**src/sv/utc2e_pkg.sv**
```systemverilog
// ----------------------------------------------------------------------------
// utc2e_pkg
// Shared widths, calendar constants, the days-before-month table and the
// stage record for the UTC date to epoch seconds converter.
// ----------------------------------------------------------------------------
package utc2e_pkg;

  localparam int unsigned YEAR_W   = 10;
  localparam int unsigned MONTH_W  = 4;
  localparam int unsigned DAY_W    = 5;
  localparam int unsigned HOUR_W   = 5;
  localparam int unsigned MINUTE_W = 6;
  localparam int unsigned SECOND_W = 6;
  localparam int unsigned EPOCH_W  = 35;

  // Full calendar year fits in 12 bits (1900 .. 2923)
  localparam int unsigned FULL_YEAR_W = 12;
  // Whole-year day count up to 1023 years past 1900
  localparam int unsigned YEAR_DAYS_W = 19;
  localparam int unsigned MONTH_DAYS_W = 9;
  localparam int unsigned QUOT_W = 5;
  localparam int unsigned LEAPS_W = 10;

  localparam logic [FULL_YEAR_W-1:0]  YEAR_BASE      = 12'd1900;
  localparam logic [YEAR_W-1:0]       EPOCH_YEAR_OFF = 10'd70;
  localparam logic [YEAR_DAYS_W-1:0]  DAYS_PER_YEAR  = 19'd365;
  // Leap years in 1 .. 1969
  localparam logic [LEAPS_W-1:0]      LEAPS_1969     = 10'd477;
  // floor(n / 25) = (n * 41) >> 10 for n < 1024
  localparam logic [14:0]             RECIP_25       = 15'd41;
  localparam int unsigned             RECIP_SHIFT    = 10;
  localparam logic [LEAPS_W-1:0]      QUARTERS_PER_CENTURY = 10'd25;
  localparam logic [MONTH_W-1:0]      MONTHS_PER_YEAR = 4'd12;

  localparam logic [EPOCH_W-1:0]      HOURS_PER_DAY    = 35'd24;
  localparam logic [EPOCH_W-1:0]      MINUTES_PER_HOUR = 35'd60;
  localparam logic [EPOCH_W-1:0]      SECONDS_PER_MIN  = 35'd60;

  typedef struct packed {
    logic                valid;
    logic [EPOCH_W-1:0]  days;
    logic [HOUR_W-1:0]   hour;
    logic [MINUTE_W-1:0] minute;
    logic [SECOND_W-1:0] second;
  } day_item_t;

  // Days before each month; entry 12 is the whole year
  function automatic logic [MONTH_DAYS_W-1:0] days_before_month(
    input logic               leap,
    input logic [MONTH_W-1:0] mon
  );
    logic [MONTH_DAYS_W-1:0] d;
    case (mon)
      4'd0:    d = 9'd0;
      4'd1:    d = 9'd31;
      4'd2:    d = 9'd59;
      4'd3:    d = 9'd90;
      4'd4:    d = 9'd120;
      4'd5:    d = 9'd151;
      4'd6:    d = 9'd181;
      4'd7:    d = 9'd212;
      4'd8:    d = 9'd243;
      4'd9:    d = 9'd273;
      4'd10:   d = 9'd304;
      4'd11:   d = 9'd334;
      default: d = 9'd365;
    endcase
    if (leap && (mon >= 4'd2)) begin
      d = d + 9'd1;
    end
    return d;
  endfunction

endpackage

```
**src/sv/utc2e_days.sv**
```systemverilog
// ----------------------------------------------------------------------------
// utc2e_days
// Three-stage front end: input register, century quotients, day count
// (whole years, earlier months, day of month minus one).
// ----------------------------------------------------------------------------
module utc2e_days (
  input  logic                              clk_i,
  input  logic                              rst_ni,
  input  logic                              in_valid_i,
  input  logic [utc2e_pkg::YEAR_W-1:0]      year_since_1900_i,
  input  logic [utc2e_pkg::MONTH_W-1:0]     month_index_i,
  input  logic [utc2e_pkg::DAY_W-1:0]       day_of_month_i,
  input  logic [utc2e_pkg::HOUR_W-1:0]      hour_of_day_i,
  input  logic [utc2e_pkg::MINUTE_W-1:0]    minute_of_hour_i,
  input  logic [utc2e_pkg::SECOND_W-1:0]    second_of_minute_i,
  output utc2e_pkg::day_item_t              day_o
);

  // ---- stage 1: input register ----
  logic                             v1_q;
  logic [utc2e_pkg::YEAR_W-1:0]     yr1_q;
  logic [utc2e_pkg::MONTH_W-1:0]    mon1_q;
  logic [utc2e_pkg::DAY_W-1:0]      mday1_q;
  logic [utc2e_pkg::HOUR_W-1:0]     hour1_q;
  logic [utc2e_pkg::MINUTE_W-1:0]   min1_q;
  logic [utc2e_pkg::SECOND_W-1:0]   sec1_q;

  always_ff @(posedge clk_i or negedge rst_ni) begin
    if (!rst_ni) begin
      v1_q <= 1'b0;
    end else begin
      v1_q <= in_valid_i;
    end
  end

  always_ff @(posedge clk_i) begin
    yr1_q   <= year_since_1900_i;
    mon1_q  <= month_index_i;
    mday1_q <= day_of_month_i;
    hour1_q <= hour_of_day_i;
    min1_q  <= minute_of_hour_i;
    sec1_q  <= second_of_minute_i;
  end

  // ---- stage 2: full year, quotients by 100 ----
  logic [utc2e_pkg::FULL_YEAR_W-1:0] yf_d, y1_d;
  logic [14:0]                       prod0, prod1;
  logic [utc2e_pkg::QUOT_W-1:0]      q0_d, q1_d;
  logic [utc2e_pkg::MONTH_W-1:0]     mon2_d;

  always_comb begin
    yf_d  = utc2e_pkg::FULL_YEAR_W'(yr1_q) + utc2e_pkg::YEAR_BASE;
    y1_d  = yf_d - 12'd1;
    // floor(y/100) = floor(floor(y/4) / 25)
    prod0 = 15'(yf_d[11:2]) * utc2e_pkg::RECIP_25;
    prod1 = 15'(y1_d[11:2]) * utc2e_pkg::RECIP_25;
    q0_d  = prod0[14:utc2e_pkg::RECIP_SHIFT];
    q1_d  = prod1[14:utc2e_pkg::RECIP_SHIFT];
    mon2_d = (mon1_q > utc2e_pkg::MONTHS_PER_YEAR) ? utc2e_pkg::MONTHS_PER_YEAR : mon1_q;
  end

  logic                              v2_q;
  logic [utc2e_pkg::FULL_YEAR_W-1:0] yf2_q, y12_q;
  logic [utc2e_pkg::QUOT_W-1:0]      q02_q, q12_q;
  logic                              ge70_2_q;
  logic [utc2e_pkg::YEAR_W-1:0]      yoff2_q;
  logic [utc2e_pkg::MONTH_W-1:0]     mon2_q;
  logic [utc2e_pkg::DAY_W-1:0]       mday2_q;
  logic [utc2e_pkg::HOUR_W-1:0]      hour2_q;
  logic [utc2e_pkg::MINUTE_W-1:0]    min2_q;
  logic [utc2e_pkg::SECOND_W-1:0]    sec2_q;

  always_ff @(posedge clk_i or negedge rst_ni) begin
    if (!rst_ni) begin
      v2_q <= 1'b0;
    end else begin
      v2_q <= v1_q;
    end
  end

  always_ff @(posedge clk_i) begin
    yf2_q    <= yf_d;
    y12_q    <= y1_d;
    q02_q    <= q0_d;
    q12_q    <= q1_d;
    ge70_2_q <= (yr1_q >= utc2e_pkg::EPOCH_YEAR_OFF);
    yoff2_q  <= yr1_q - utc2e_pkg::EPOCH_YEAR_OFF;
    mon2_q   <= mon2_d;
    mday2_q  <= mday1_q;
    hour2_q  <= hour1_q;
    min2_q   <= min1_q;
    sec2_q   <= sec1_q;
  end

  // ---- stage 3: day count ----
  logic                                 leap;
  logic [utc2e_pkg::LEAPS_W-1:0]        leaps_since;
  logic [utc2e_pkg::YEAR_DAYS_W-1:0]    year_days;
  logic [utc2e_pkg::MONTH_DAYS_W-1:0]   month_days;
  logic [utc2e_pkg::EPOCH_W-1:0]        days_d;

  always_comb begin
    // divisible by 4, and not a century unless divisible by 400
    leap = (yf2_q[1:0] == 2'b00) &&
           ((yf2_q[11:2] != (10'(q02_q) * utc2e_pkg::QUARTERS_PER_CENTURY)) ||
            (q02_q[1:0] == 2'b00));
    leaps_since = 10'(y12_q[11:2]) - 10'(q12_q) + 10'(q12_q[4:2]) - utc2e_pkg::LEAPS_1969;
    year_days = ge70_2_q ?
                (19'(yoff2_q) * utc2e_pkg::DAYS_PER_YEAR + 19'(leaps_since)) : '0;
    month_days = utc2e_pkg::days_before_month(leap, mon2_q);
    // day zero wraps to minus one, modulo 2^35
    days_d = utc2e_pkg::EPOCH_W'(year_days) + utc2e_pkg::EPOCH_W'(month_days) +
             utc2e_pkg::EPOCH_W'(mday2_q) - 35'd1;
  end

  logic                              v3_q;
  logic [utc2e_pkg::EPOCH_W-1:0]     days3_q;
  logic [utc2e_pkg::HOUR_W-1:0]      hour3_q;
  logic [utc2e_pkg::MINUTE_W-1:0]    min3_q;
  logic [utc2e_pkg::SECOND_W-1:0]    sec3_q;

  always_ff @(posedge clk_i or negedge rst_ni) begin
    if (!rst_ni) begin
      v3_q <= 1'b0;
    end else begin
      v3_q <= v2_q;
    end
  end

  always_ff @(posedge clk_i) begin
    days3_q <= days_d;
    hour3_q <= hour2_q;
    min3_q  <= min2_q;
    sec3_q  <= sec2_q;
  end

  assign day_o.valid  = v3_q;
  assign day_o.days   = days3_q;
  assign day_o.hour   = hour3_q;
  assign day_o.minute = min3_q;
  assign day_o.second = sec3_q;

`ifndef ASSERT_OFF
  // reciprocal quotient must be floor(y/100) for the year before
  a_q1_range: assert property (@(posedge clk_i) disable iff (!rst_ni)
    v2_q |-> ((13'(q12_q) * 13'd100 <= 13'(y12_q)) &&
              (13'(y12_q) < 13'(q12_q) * 13'd100 + 13'd100)))
    else $error("century quotient of previous year out of range");

  a_q0_range: assert property (@(posedge clk_i) disable iff (!rst_ni)
    v2_q |-> ((13'(q02_q) * 13'd100 <= 13'(yf2_q)) &&
              (13'(yf2_q) < 13'(q02_q) * 13'd100 + 13'd100)))
    else $error("century quotient of given year out of range");

  // years before the epoch contribute nothing beyond the given year
  a_pre_epoch: assert property (@(posedge clk_i) disable iff (!rst_ni)
    (v2_q && !ge70_2_q) |=> (days3_q + 35'd1 ==
      utc2e_pkg::EPOCH_W'($past(month_days)) + utc2e_pkg::EPOCH_W'($past(mday2_q))))
    else $error("pre-epoch year added whole-year days");
`endif

endmodule

```
**src/sv/utc2e_scale.sv**
```systemverilog
// ----------------------------------------------------------------------------
// utc2e_scale
// Three-stage back end: days to hours, hours to minutes, minutes to seconds,
// all modulo 2^35.
// ----------------------------------------------------------------------------
module utc2e_scale (
  input  logic                             clk_i,
  input  logic                             rst_ni,
  input  utc2e_pkg::day_item_t             day_i,
  output logic                             valid_o,
  output logic [utc2e_pkg::EPOCH_W-1:0]    seconds_o
);

  logic                              v4_q, v5_q, v6_q;
  logic [utc2e_pkg::EPOCH_W-1:0]     hours4_q, mins5_q, secs6_q;
  logic [utc2e_pkg::MINUTE_W-1:0]    min4_q;
  logic [utc2e_pkg::SECOND_W-1:0]    sec4_q, sec5_q;

  logic [utc2e_pkg::EPOCH_W-1:0]     hours4_d, mins5_d, secs6_d;

  always_comb begin
    hours4_d = day_i.days * utc2e_pkg::HOURS_PER_DAY + utc2e_pkg::EPOCH_W'(day_i.hour);
    mins5_d  = hours4_q * utc2e_pkg::MINUTES_PER_HOUR + utc2e_pkg::EPOCH_W'(min4_q);
    secs6_d  = mins5_q * utc2e_pkg::SECONDS_PER_MIN + utc2e_pkg::EPOCH_W'(sec5_q);
  end

  always_ff @(posedge clk_i or negedge rst_ni) begin
    if (!rst_ni) begin
      v4_q <= 1'b0;
      v5_q <= 1'b0;
      v6_q <= 1'b0;
    end else begin
      v4_q <= day_i.valid;
      v5_q <= v4_q;
      v6_q <= v5_q;
    end
  end

  always_ff @(posedge clk_i) begin
    hours4_q <= hours4_d;
    min4_q   <= day_i.minute;
    sec4_q   <= day_i.second;
    mins5_q  <= mins5_d;
    sec5_q   <= sec4_q;
    secs6_q  <= secs6_d;
  end

  assign valid_o   = v6_q;
  assign seconds_o = secs6_q;

`ifndef ASSERT_OFF
  // one result for each day record, after the hours, minutes and seconds registers
  a_latency: assert property (@(posedge clk_i) disable iff (!rst_ni)
    v6_q == $past(day_i.valid, 3))
    else $error("scale pipeline lost or invented an item");
`endif

endmodule

```
**src/sv/utc_date_to_epoch_seconds.sv**
```systemverilog
// ----------------------------------------------------------------------------
// utc_date_to_epoch_seconds
// Broken-down UTC date and time to seconds since 1970-01-01 00:00:00.
// ----------------------------------------------------------------------------
// A date is taken on every clock edge with start high; busy is held low,
// so one date per cycle is sustained. The result appears on epoch_seconds_o
// with done_o high for a single cycle, in the order the dates went in;
// there is no backpressure and the result must be captured in that cycle.
// The path runs through six register stages: input, century quotients,
// day count, then hours, minutes and seconds scaling.
// Leap years follow the Gregorian rule; years before 1970 add no whole-year
// days. Day, hour, minute and second are not range-checked, and the sum wraps
// modulo 2^35.
module utc_date_to_epoch_seconds (
  input  logic                             clk_i,
  input  logic                             rst_ni,
  input  logic                             start,
  output logic                             busy,
  input  logic [utc2e_pkg::YEAR_W-1:0]     year_since_1900_i,
  input  logic [utc2e_pkg::MONTH_W-1:0]    month_index_i,
  input  logic [utc2e_pkg::DAY_W-1:0]      day_of_month_i,
  input  logic [utc2e_pkg::HOUR_W-1:0]     hour_of_day_i,
  input  logic [utc2e_pkg::MINUTE_W-1:0]   minute_of_hour_i,
  input  logic [utc2e_pkg::SECOND_W-1:0]   second_of_minute_i,
  output logic                             done_o,
  output logic [utc2e_pkg::EPOCH_W-1:0]    epoch_seconds_o
);

  utc2e_pkg::day_item_t day_item;
  logic                 accept;

  // the pipeline never stalls
  assign busy   = 1'b0;
  assign accept = start && !busy;

  utc2e_days u_days (
    .clk_i              (clk_i),
    .rst_ni             (rst_ni),
    .in_valid_i         (accept),
    .year_since_1900_i  (year_since_1900_i),
    .month_index_i      (month_index_i),
    .day_of_month_i     (day_of_month_i),
    .hour_of_day_i      (hour_of_day_i),
    .minute_of_hour_i   (minute_of_hour_i),
    .second_of_minute_i (second_of_minute_i),
    .day_o              (day_item)
  );

  utc2e_scale u_scale (
    .clk_i     (clk_i),
    .rst_ni    (rst_ni),
    .day_i     (day_item),
    .valid_o   (done_o),
    .seconds_o (epoch_seconds_o)
  );

endmodule

```
**config.mk**
```make
export PLATFORM = sky130hd
export DESIGN_NAME = utc_date_to_epoch_seconds
export DESIGN_NICKNAME = d
export VERILOG_FILES = /design/src/sv/utc2e_pkg.sv /design/src/sv/utc2e_days.sv /design/src/sv/utc2e_scale.sv /design/src/sv/utc_date_to_epoch_seconds.sv
export SDC_FILE = /design/constraint.sdc
export NUM_CORES = 1
export LEC_CHECK = 0
export ABC_AREA = 1
export BUFFER_PORTS_ARGS = -buffer_cell sky130_fd_sc_hd__buf_2
export CAP_MARGIN = 20
export CORE_AREA = 2 2 256 157
export DETAILED_ROUTE_END_ITERATION = 12
export DIE_AREA = 0 0 258 159
export GPL_TIMING_DRIVEN = 0
export PLACE_DENSITY = 0.88
export RECOVER_POWER = 100
export SLEW_MARGIN = 20
export SYNTH_ARGS = -nofsm -noshare
export SYNTH_HDL_FRONTEND = slang
export SYNTH_SLANG_ARGS = --single-unit
```
**constraint.sdc**
```tcl
create_clock -name clk_i -period 8.9 [get_ports clk_i]
set_clock_uncertainty 0.2 [all_clocks]
set_input_delay 1.335 -clock clk_i [delete_from_list [all_inputs] [get_ports clk_i]]
set_output_delay 1.335 -clock clk_i [all_outputs]
set_load 0.03 [all_outputs]
```
**Word-level counts from Yosys, hierarchy flattened**

Memory sizes are Yosys's and may differ from the RTL's. A register that Yosys moved wholly into a read port is not among the register bits.
Cells that the tools add are included.

- Memories: 1
- Bits in latches: 0
- ROM bits: 144
- Register bits: 288
- Memory bits (writable): 0
- Output and inout bits: 37

- Shift operators: 0
- Divide/modulo/power cells: 0
- $add $sub $neg: 14
- $lt $le $gt $ge: 3
- Reduce and logical (&&, ||, !) cells: 5
- Multipliers: 7
- Bitwise gates (word level): 0
- Equal/unequal tests: 1
- Multiplexer cells: 3

Memory list:

| name | words | width | read ports | clocked after memory_dff | wr ports | RTL line | text |
|---|---|---|---|---|---|---|---|
| (name not given) | 16 | 9 | 1 | 1 | 0 | utc2e_pkg.sv:53 | `case (mon)` |

Operator list:

| kind | count |
|---|---|
| $add A35 B5 Y35 | 2 |
| $add A35 B6 Y35 | 2 |
| $mul A35 B4 Y33 const B | 2 |
| $mul A35 B2 Y32 const B | 1 |
| $sub A35 B1 Y35 const B | 1 |
| $mul A10 B6 Y15 const B | 2 |
| $add A19 B9 Y20 | 1 |
| $add A19 B10 Y19 | 1 |
| $mul A10 B9 Y19 const B | 1 |
| $mux W19 | 1 |
| $add A10 B11 Y12 const B | 1 |
| $sub A12 B1 Y12 const B | 1 |
| $add A10 B3 Y10 | 1 |
| $ge A10 B7 Y1 const B | 1 |
| $mul A5 B5 Y10 const B | 1 |
| $ne A10 B10 Y1 | 1 |
| $sub A10 B5 Y10 | 1 |
| $sub A10 B7 Y10 const B | 1 |
| $sub A10 B9 Y10 const B | 1 |
| $add A9 B1 Y9 const B | 1 |
| $mux W9 | 1 |
| $ge A4 B2 Y1 const B | 1 |
| $gt A4 B4 Y1 const B | 1 |
| $logic_not A2 Y1 | 2 |
| other kinds (3) | 4 |

**Longest topological paths before layout**

- Depth in word-level cells: 9
- Gate-level depth with buffers: 41

**Modules after synthesis**

Synthesis repeated with hierarchy kept, for this count alone.

- Cell total of the unflattened synthesis: 3677
- Area total of the unflattened synthesis: 25878.6 um^2

By module, submodules not included:

| module | instances | cells an instance | area each (um^2) | sequential area each (um^2) |
|---|---|---|---|---|
| utc2e_scale | 1 | 2382 | 14899.3 | 2417.3 |
| utc2e_days | 1 | 1293 | 10968.0 | 3098.0 |
| utc_date_to_epoch_seconds | 1 | 2 | 11.3 | 0.0 |

**Least setup slack after synthesis**

No wires, ideal clock.

- Kind: register -> register
- From: register u_days.yoff2_q[1] in the netlist's numbering
- To: register u_days.days3_q[20] in the netlist's numbering
- Path slack: 2.322 ns
- Setup time: 0.118 ns
- Data arrival time: 6.260 ns
- Cell stages (with the launch flop): 35
- Data required time: 8.582 ns
- Cells stage by stage: dfxtp_1 ha_1 inv_1 fa_1 inv_1 fa_1 fa_1 inv_1 fa_1 inv_1 ha_1 nand2_1 inv_1 a21oi_1 nand2_1 xnor2_1 nor2_1 ha_1 nand2_1 nor2_1 nand2_1 nor2_1 nor2_1 nor4_1 xor2_1 ha_1 nand2_1 o21ai_0 a21oi_1 o21ai_0 nand4_1 nand2_1 inv_1 o21ai_2 nand2_1

- Cells in the longest elaborated chain, start to end: 6

RTL lines:

| what | RTL line | text |
|---|---|---|
| from (decl) | utc2e_days.sv:66 | `logic [utc2e_pkg::YEAR_W-1:0] yoff2_q;` |
| from (signal assigned) | utc2e_days.sv:87 | `yoff2_q <= yr1_q - utc2e_pkg::EPOCH_YEAR_OFF;` |
| $mul A10 B9 Y19 | utc2e_days.sv:109 | `(19'(yoff2_q) * utc2e_pkg::DAYS_PER_YEAR + 19'(leaps_since)) : '0;` |
| $add A19 B10 Y19 | utc2e_days.sv:109 |  |
| $mux W19 | utc2e_days.sv:108 | `year_days = ge70_2_q ?` |
| $add A19 B9 Y20 | utc2e_days.sv:112 | `days_d = utc2e_pkg::EPOCH_W'(year_days) + utc2e_pkg::EPOCH_W'(month_days) +` |
| $add A35 B5 Y35 | utc2e_days.sv:112 |  |
| $sub A35 B1 Y35 | utc2e_days.sv:113 | `utc2e_pkg::EPOCH_W'(mday2_q) - 35'd1;` |
| via u_days.days_d, one bit | utc2e_days.sv:100 | `logic [utc2e_pkg::EPOCH_W-1:0] days_d;` |
| to (signal assigned) | utc2e_days.sv:131 | `days3_q <= days_d;` |
| to (decl) | utc2e_days.sv:117 | `logic [utc2e_pkg::EPOCH_W-1:0] days3_q;` |

The timed path passes the listed nets, and every way through them passes these cells.
A chain may end at the register's enable or synchronous reset.

**Worst setup path in the final report**

- From: register u_days.q12_q[3] in the netlist's numbering
- To: register u_days.days3_q[20] in the netlist's numbering

- Cells in the longest elaborated chain, start to end: 8

RTL lines:

| what | RTL line | text |
|---|---|---|
| from (decl) | utc2e_days.sv:64 | `logic [utc2e_pkg::QUOT_W-1:0] q02_q, q12_q;` |
| from (signal assigned) | utc2e_days.sv:85 | `q12_q <= q1_d;` |
| $sub A10 B5 Y10 | utc2e_days.sv:107 | `leaps_since = 10'(y12_q[11:2]) - 10'(q12_q) + 10'(q12_q[4:2]) - utc2e_pkg::LEAPS_1969;` |
| $add A10 B3 Y10 (*) | utc2e_days.sv:107 |  |
| $sub A10 B9 Y10 (*) | utc2e_days.sv:107 |  |
| $add A19 B10 Y19 (*) | utc2e_days.sv:109 |  |
| $mux W19 (*) | utc2e_days.sv:108 |  |
| $add A19 B9 Y20 (*) | utc2e_days.sv:112 |  |
| $add A35 B5 Y35 (*) | utc2e_days.sv:112 |  |
| $sub A35 B1 Y35 (*) | utc2e_days.sv:113 |  |
| via u_days.days_d, one bit | utc2e_days.sv:100 |  |

Mark *: on every way through the listed nets, which the timed path passes. The rest lies on a longest branch.

==> flow_metrics.py <==
metrics = {
    "final_layout": {
        "fillers": 3076,
        "most-common-layout-cells": "nand2_1, inv_1, ha_1",
        "antenna_cells": 0,
        "area_delta_synth_final_pct": 7.739,
        "drive_above_1_share_pct": 5.683,
        "layout.cells.most_common": "nand2_1",
        "finalNetCount": 3364,
    },
    "floorplanning": {
        "die_w_um": 258,
        "die_y_um": 159,
        "initial_core_util_pct": 59.34,
        "die-area_mm2": 0.04102,
        "pin_count": 76,
        "coreArea_mm2": 0.03861,
        "num_rows": 56,
    },
    "yosys": {
        "ys_async_sr_fraction_pct": 2.143,
        "syn_inst": 2762,
        "synth-edff-count": 0,
        "synth_flop_cell": "dfxtp_1",
        "synth-seq-area-share_pct": 24.60,
        "syn-num-nets": 3261,
        "syn_avg_cell_area_um2": 8.295,
        "yosysUniqueCellTypes": 59,
        "syn_area_mm2": 0.02291,
        "synth-seq-cells": 280,
        "ys_warn_count": 0,
    },
    "clocking": {
        "cts.reportedPaths.clkPinSlew_ns": 0.07,
        "cts_tree": "yes",
        "clk_latency_ns": 0.57,
        "cts.sinks": 280,
        "root_buffer": "clkbuf_16",
        "hold_buffers": 0,
        "cts_buffer_depth": 3,
        "htreeDepth": 1,
        "postCtsSetupBuffers": 0,
        "numCtsBuffers": 27,
        "cts_resized": 0,
    },
    "routing": {
        "drc": 0,
        "routedWlPerCell_um": 15.65,
        "vias": 18440,
        "dr.pass1.iters": 7,
        "drt_iter0_drc": 1397,
        "wl_mm": 53.34,
        "final_antenna_net_count": 0,
        "viasPerCell": 5.411,
    },
    "sta": {
        "worst_slew_pin_slew_ns": 0.8564,
        "post-route-min-period_ns": 7.877,
        "relSlewSlack_pct": 42.38,
        "finalCritPeriodShare_pct": 88.51,
        "max_freq_mhz": 126.9,
        "hold_viol_final": 0,
        "setup_tns_ns": 0,
        "setup_viol": 0,
        "slew_viol_final": 0,
        "rsz0062_at_grt": "false",
    },
    "worst_setup_path": {
        "reg2reg_from": "u_days.q12_q[3]$_DFF_P_",
        "required_ns": 9.14,
        "crit_type": "flop to flop",
        "slowest_delay_ns": 0.48,
        "critPathCapture": "u_days.days3_q[20]$_DFF_P_",
        "cp-end-kind": "flop",
        "crit_top_cell": "nand2_1",
        "reg2reg_setup_slack_ns": 1.02,
        "slowest_stage": "fa_1",
        "reg2regPathDepth": 35,
        "crit_start": "u_days.q12_q[3]$_DFF_P_",
        "startpoint_type": "flop",
        "r2r_end": "u_days.days3_q[20]$_DFF_P_",
        "cp_max_fo": 5,
        "worstPathArrival_ns": 8.12,
    },
    "global_routing": {
        "antenna_found_initial": 0,
        "grt_pass1_wl_mm": 90.04,
        "grt_max_degree": 17,
        "grt_pass1_vias": 19064,
        "grtUsageTotal_pct": 26.42,
        "grt_overflow": 0,
    },
    "hold_path": {
        "min_path_cells": 0,
        "hold_class": "flop to flop",
    },
    "run_status": {
        "status": "complete, no violations",
    },
    "placement": {
        "dp_hpwl_mm": 43.25,
        "gp_congestion": 0.9524,
        "portBuffers": 74,
    },
    "run": {
        "maxCapViolations": 0,
    },
}
[worst min path at each step]
stage,start,endpoint,slack [ns]
detailed placement,u_days.mday1_q[3]$_DFF_P_,u_days.mday2_q[3]$_DFF_P_,0.11
floorplan,u_days.hour1_q[0]$_DFF_P_,u_days.hour2_q[0]$_DFF_P_,0.11
finish,u_days.min3_q[0]$_DFF_P_,u_scale.min4_q[0]$_DFF_P_,0.12
CTS,u_days.min3_q[0]$_DFF_P_,u_scale.min4_q[0]$_DFF_P_,0.13
global placement,u_days.sec2_q[0]$_DFF_P_,u_days.sec3_q[0]$_DFF_P_,0.11
global route,u_days.min3_q[0]$_DFF_P_,u_scale.min4_q[0]$_DFF_P_,0.13
[sequential cells by signal (all words and copies together) (netlist names), 6 cells and up, named ones only]
register           flops
u_scale.min4_q         6
u_days.sec3_q          6
u_scale.sec5_q         6
u_days.days3_q        28
u_scale.hours4_q      31
u_days.y12_q          10
u_days.min2_q          6
u_days.yr1_q          10
u_scale.sec4_q         6
u_days.yoff2_q         9
u_days.min3_q          6
u_days.min1_q          6
u_scale.seconds_o     35
u_scale.mins5_q       33
u_days.yf2_q          12
u_days.sec2_q          6
u_days.sec1_q          6
[metal layers]
metal | global-route usage [%] | wire [um]
met5 | 0 | 0
met4 | 7.593 | 1429
met3 | 4.553 | 3323
met2 | 44.61 | 24590
met1 | 34.91 | 24000
[area by class of cell]
cell class	count	area [um2]	share of cell area (%)
Buffer	6	27.53	0.1115
Clock buffer	37	803.3	3.254
Clock inverter	13	216.5	0.8770
Inverter	446	1675	6.788
Multi-Input combinational cell	2030	15350	62.20
Sequential cell	280	5635	22.83
Tap cell	522	653.1	2.646
Timing Repair Buffer	74	317.8	1.288
[critical path, delay by kind of cell (launching register included)]
family	cells	cell delay [ns]
adders and majority gates	8	3.01
and+or+nand+nor	13	1.73
AOI/OAI and AO/OA	7	1.69
xor gates and xnor gates	2	0.46
buffers and inverters	5	0.35
DFF	1	0.32
[cell families after synthesis]
family / share of synthesized area (%)
other: 0.01637
adder cells (fa/ha/maj): 30.56
flip-flops: 24.60
AO/OA/AOI/OAI: 8.378
XOR/XNOR: 9.525
AND/OR/NAND/NOR: 19.49
buffers and inverters: 7.433
[metrics by stage]
step | worst slack, ns | util [%] | hold WS, ns | cells | cell area, um2
after floorplan | 2.322 | - | 0.1096 | 2762 | 22910
after global placement | 1.528 | 61.99 | 0.1095 | 3358 | 23930
after detailed placement | 1.437 | 61.99 | 0.1121 | 3358 | 23930
after CTS | 1.359 | 64.63 | 0.1253 | 3408 | 24950
after global routing | 0.3619 | 63.93 | 0.1260 | 3408 | 24680
final | 1.023 | 63.93 | 0.1239 | 3408 | 24680
[Yosys cell counts, types with 3 or more instances]
cell type | count | area share, %
nand2_1 | 494 | 8.1
inv_1 | 424 | 6.9
ha_1 | 294 | 16
dfxtp_1 | 274 | 24
nor2_1 | 203 | 3.3
a21oi_1 | 168 | 3.7
fa_1 | 166 | 15
xor2_1 | 148 | 5.7
nand3_1 | 130 | 2.8
xnor2_1 | 72 | 2.8
o21ai_0 | 65 | 1.4
nand4_1 | 44 | 1.2
nor3_1 | 43 | 0.94
a21o_1 | 25 | 0.82
nand2_2 | 21 | 0.57
inv_2 | 20 | 0.33
nor2_2 | 19 | 0.52
o21bai_1 | 12 | 0.39
xor2_2 | 11 | 0.78
nor4_1 | 10 | 0.27
nor2_4 | 9 | 0.44
o21ai_1 | 9 | 0.20
o21ai_2 | 8 | 0.31
and2_1 | 6 | 0.16
dfrtp_1 | 6 | 0.66
nand3_2 | 6 | 0.26
o21a_1 | 6 | 0.20
a211oi_1 | 5 | 0.16
a31oi_1 | 5 | 0.14
nand3b_1 | 5 | 0.16
o211ai_1 | 5 | 0.16
o31ai_1 | 5 | 0.16
or2_2 | 5 | 0.14
clkbuf_1 | 4 | 0.066
a21oi_2 | 3 | 0.11
a221oi_1 | 3 | 0.11
xnor2_2 | 3 | 0.21
Power is not shown: default switching activity piles up to over one toggle a cycle in this logic, so the estimate is an artifact.
